==> src/rtl/ppv_div.sv <==
// ----------------------------------------------------------------------------
// ppv_div
// Pipelined restoring divider, one quotient bit per stage, with an overflow
// check up front for quotients that do not fit QW bits.
// ----------------------------------------------------------------------------
`default_nettype none

module ppv_div #(
  parameter int unsigned NW = 61,
  parameter int unsigned DW = 65,
  parameter int unsigned QW = 17
) (
  input  wire logic          clk_i,
  input  wire logic          en_i,
  input  wire logic [NW-1:0] num_i,
  input  wire logic [DW-1:0] den_i,
  output logic      [QW-1:0] quo_o,
  output logic               ovf_o
);

  localparam int unsigned CW = (NW > DW + QW) ? NW : DW + QW;

  logic [NW-1:0] rem_q [QW];
  logic [DW-1:0] den_q [QW];
  logic [QW-1:0] quo_q [QW+1];
  logic          ovf_q [QW+1];

  // Overflow check: quotient would need more than QW bits
  always_ff @(posedge clk_i) begin
    if (en_i) begin
      rem_q[0] <= num_i;
      den_q[0] <= den_i;
      quo_q[0] <= '0;
      ovf_q[0] <= CW'(num_i) >= (CW'(den_i) << QW);
    end
  end

  // One compare and subtract per quotient bit, MSB first
  for (genvar j = 1; j <= QW; j++) begin : g_bit
    localparam int unsigned B = QW - j;
    logic [CW-1:0] trial;
    logic          ge;
    assign trial = CW'(den_q[j-1]) << B;
    assign ge    = CW'(rem_q[j-1]) >= trial;

    always_ff @(posedge clk_i) begin
      if (en_i) begin
        quo_q[j] <= {quo_q[j-1][QW-2:0], ge};
        ovf_q[j] <= ovf_q[j-1];
      end
    end

    if (j < QW) begin : g_rem
      always_ff @(posedge clk_i) begin
        if (en_i) begin
          rem_q[j] <= ge ? NW'(CW'(rem_q[j-1]) - trial) : rem_q[j-1];
          den_q[j] <= den_q[j-1];
        end
      end
    end
  end

  assign quo_o = quo_q[QW];
  assign ovf_o = ovf_q[QW];

endmodule

`default_nettype wire

==> config.mk <==
export PLATFORM = sky130hd
export DESIGN_NAME = ppv_div
export DESIGN_NICKNAME = d
export VERILOG_FILES = /design/src/rtl/ppv_div.sv
export SDC_FILE = /design/constraint.sdc
export NUM_CORES = 2
export LEC_CHECK = 0
export BUFFER_PORTS_ARGS = -buffer_cell sky130_fd_sc_hd__buf_2
export CAP_MARGIN = 10
export CORE_MARGIN = 2
export CORE_UTILIZATION = 35
export DETAILED_ROUTE_END_ITERATION = 12
export HOLD_SLACK_MARGIN = 0.15
export MAX_ROUTING_LAYER = met4
export PLACE_DENSITY_LB_ADDON = 0.15
export SYNTH_ARGS = -nofsm -noshare
export SYNTH_HDL_FRONTEND = slang
export SYNTH_SLANG_ARGS = --single-unit
==> constraint.sdc <==
create_clock -name clk_i -period 3.9 [get_ports clk_i]
set_input_delay 0.585 -clock clk_i [delete_from_list [all_inputs] [get_ports clk_i]]
set_output_delay 0.585 -clock clk_i [all_outputs]
set_load 0.05 [all_outputs]
==> flow_metrics.env <==
export IMPL_relSlewSlack=0.413
export IMPL_ys_flop_type="edfxtp_1"
export IMPL_synth_distinct_cells=95
export IMPL_ys_async_sr_fraction=0
export IMPL_finalWirelength_mm=405
export IMPL_critPathKind="flop to flop"
export IMPL_clk_path_buf_depth=4
export IMPL_synth_seq_cells=2313
export IMPL_syn_area_mm2=0.130
export IMPL_pin_count=146
export IMPL_yosys_area_top_type="edfxtp_1"
export IMPL_routed_via_density=4.95
export IMPL_topRoutingLayerUsed="met4"
export IMPL_wl_met1_mm=138
export IMPL_wire_per_inst_um=20.4
export IMPL_layout_drive_gt1_share=0.298
export IMPL_cp_max_fo=7
export IMPL_period_needed_ps=4360
export IMPL_cts_max_level=5
export IMPL_place_congestion=0.987
export IMPL_skew_ps=46.1
export IMPL_initial_core_util=0.352
export IMPL_grt_pass1_wl_mm=599
export IMPL_drv_cap=0
export IMPL_antenna_found_initial=4
export IMPL_grt_max_degree=119
export IMPL_grt_pass1_vias=104000
export IMPL_first_pass_iters=8
export IMPL_synth_most_common_cell="edfxtp_1"
export IMPL_syn_nets=12800
export IMPL_synth_cells=11700
export IMPL_ys_warn_count=0
export IMPL_cellPowerDensity_mw_per_mm2=402
export IMPL_worstPathArrival_ps=5030
export IMPL_holdWs_ps=375
export IMPL_hold_class="input port to flop"
export IMPL_syn_to_final_growth_pct=35.0
export IMPL_dp_final_hpwl_mm=302
export IMPL_ys_seq_area_frac=0.534
export IMPL_total_power_mw=70.6
export IMPL_clock_sinks=2313
export IMPL_clock_root_buffer="clkbuf_16"
export IMPL_ir_worst_vdd_mv=0.315
export IMPL_grt_overflow=0
export IMPL_synth_common_cells="edfxtp_1, inv_1, nand2_1, ha_1, o21ai_0"
export IMPL_die_w_um=613
export IMPL_fmax_mhz=229
export IMPL_cp_data_required_time_ps=4570
export IMPL_clk_pin_slew_ps=60
export IMPL_fin_cells=19900
export IMPL_finalSetupTns_ps=-118360
export IMPL_clock_latency_ps=920
export IMPL_synth_edf_count=2313
export IMPL_cp_start_kind="flop"
export IMPL_synth_avg_cell_area_um2=11.1
export IMPL_rsz0062_at_grt="true"
export IMPL_period_share=1.12
export IMPL_die_height_um=613
export IMPL_core_mm2=0.369
export IMPL_fillers=33500
export IMPL_outcome="finished with violations"
export IMPL_num_rows=223
export IMPL_synthTopCellsByArea="edfxtp_1, ha_1, o21ai_0, a21o_1, a21oi_1"
export IMPL_die_area_mm2=0.376
export IMPL_setup_ws_ps=-463
export IMPL_leakagePower_nw=76.4
export IMPL_drt_iter0_drc=4541
export IMPL_finalHoldViolCount=0
export IMPL_cts_buffers=287
export IMPL_cts_tree="built"
export IMPL_port_buffers=145
export IMPL_dp_cells=18900
export IMPL_route_met3_wl_mm=10.4
export IMPL_synth_top_area_share=0.534
export IMPL_ant_nets=0
export IMPL_grt_usage=0.214
export IMPL_drcViolationCount=0
export IMPL_tightest_slew_ps=873
export IMPL_violations="negative setup slack"
export IMPL_end_kind="flop"
export IMPL_maxSlewViolCount=0
export IMPL_dr_wl_met2_mm=218
export IMPL_vias=98500
export IMPL_fin_nets=15800
export IMPL_setup_viol=600
==> flip-flops by register name, summed over array words and instances (netlist names) <==
name	flops
den_q	1105
rem_q	1037
quo_q	153
ovf_q	18
==> layout make-up <==
type	count	area [um^2]	share of cell area
flip-flops and latches	2313	69500	0.396
multi-input cells	7892	60300	0.344
repair buffers	3055	26100	0.149
clock buffers	350	7460	0.0425
well taps	4950	6190	0.0353
inverters	1155	4340	0.0247
clock inverters	157	1620	0.00921
diodes	11	27.5	0.000157
==> repair_timing <==
| item | in CTS | in global routing |
|---|---|---|
| hold endpoints to repair | 135 | 0 |
| setup buffers | 161 | 99 |
| gates resized for setup | 789 | 879 |
| pin swaps | 279 | 301 |
| gates cloned | 50 | 32 |
| setup endpoints to repair | 855 | 840 |
| hold buffers | 127 | 0 |
==> metrics by stage <==
step | setup WS [ps] | util | area, um^2
2_1_floorplan | 11.3 | - | 130000
3_3_place_gp | -1080 | 0.420 | 155000
3_5_place_dp | -1080 | 0.420 | 155000
4_1_cts | -547 | 0.463 | 171000
5_1_grt | -630 | 0.475 | 175000
6_report | -463 | 0.475 | 175000
==> power by group <==
part	switching (mW)	total, mW	internal (mW)
Combinational	7.70	14.6	6.93
Clock	10.9	26.0	15.1
Sequential	0.908	30.0	29.1
Total	19.5	70.6	51.1
==> critical path: stages (launching register included) <==
cell,delay [ps]
edfxtp_1,440
ha_4,300
nor2b_4,130
o21ai_2,80
a21boi_2,200
o311ai_4,140
a2111oi_4,420
o211ai_1,140
buf_4,200
a2111oi_4,280
buf_4,180
o211ai_1,90
buf_4,190
a21oi_4,120
nor3_2,60
or4_4,480
buf_12,190
buf_16,160
mux2_2,290
==> cells in the final DEF (no fill, tap or decap), drive strengths merged, types with 34 or more instances in the layout <==
| master | count |
|---|---|
| nor2 | 470 |
| xor2 | 347 |
| a21oi | 922 |
| and3 | 81 |
| nand2b | 114 |
| inv | 1171 |
| xnor2 | 414 |
| o21bai | 106 |
| nor2b | 123 |
| dlygate4sd3 | 127 |
| a21o | 620 |
| nand3 | 173 |
| clkinv | 105 |
| nor3 | 110 |
| ha | 945 |
| nand4 | 207 |
| nor4 | 111 |
| nand2 | 1058 |
| and2 | 34 |
| o21ai | 977 |
| o21a | 113 |
| mux2 | 257 |
| a31oi | 85 |
| edfxtp | 2313 |
| buf | 2895 |
| clkbuf | 378 |
| a211oi | 46 |
| o31ai | 68 |
==> layer usage <==
| metal | global-route usage | vias up |
|---|---|---|
| met5 | - | - |
| met4 | 0.153 | 0 |
| met3 | 0.0228 | 1126 |
| met2 | 0.410 | 1846 |
| met1 | 0.195 | 46400 |
| li1 | - | 49000 |
==> worst paths after layout <==
check                          from                      to  slack, ps  cells after the start
min reg2reg  quo_q[12][2]$_DFFE_PP_  quo_q[13][3]$_DFFE_PP_        410                      0
max          rem_q[6][11]$_DFFE_PP_  rem_q[7][50]$_DFFE_PP_       -460                     18
max reg2reg  rem_q[6][11]$_DFFE_PP_  rem_q[7][50]$_DFFE_PP_       -460                     18
min                       den_i[40]  den_q[0][40]$_DFFE_PP_        370                      2
==> cells by family (layout without fill, tap and decap cells) <==
kind of cell / after synthesis / count (layout) / synth area share
AOI/OAI and AO/OA: 3259 / 3259 / 0.155
and+or+nand+nor: 2641 / 2641 / 0.0966
DFF: 2313 / 2313 / 0.534
buffers and inverters: 1498 / 4717 / 0.0445
adders and majority gates: 961 / 961 / 0.0934
xor gates and xnor gates: 761 / 761 / 0.0513
muxes: 270 / 270 / 0.0249
other: 0 / 11 / 0
Power figures use the tool's default switching activity.
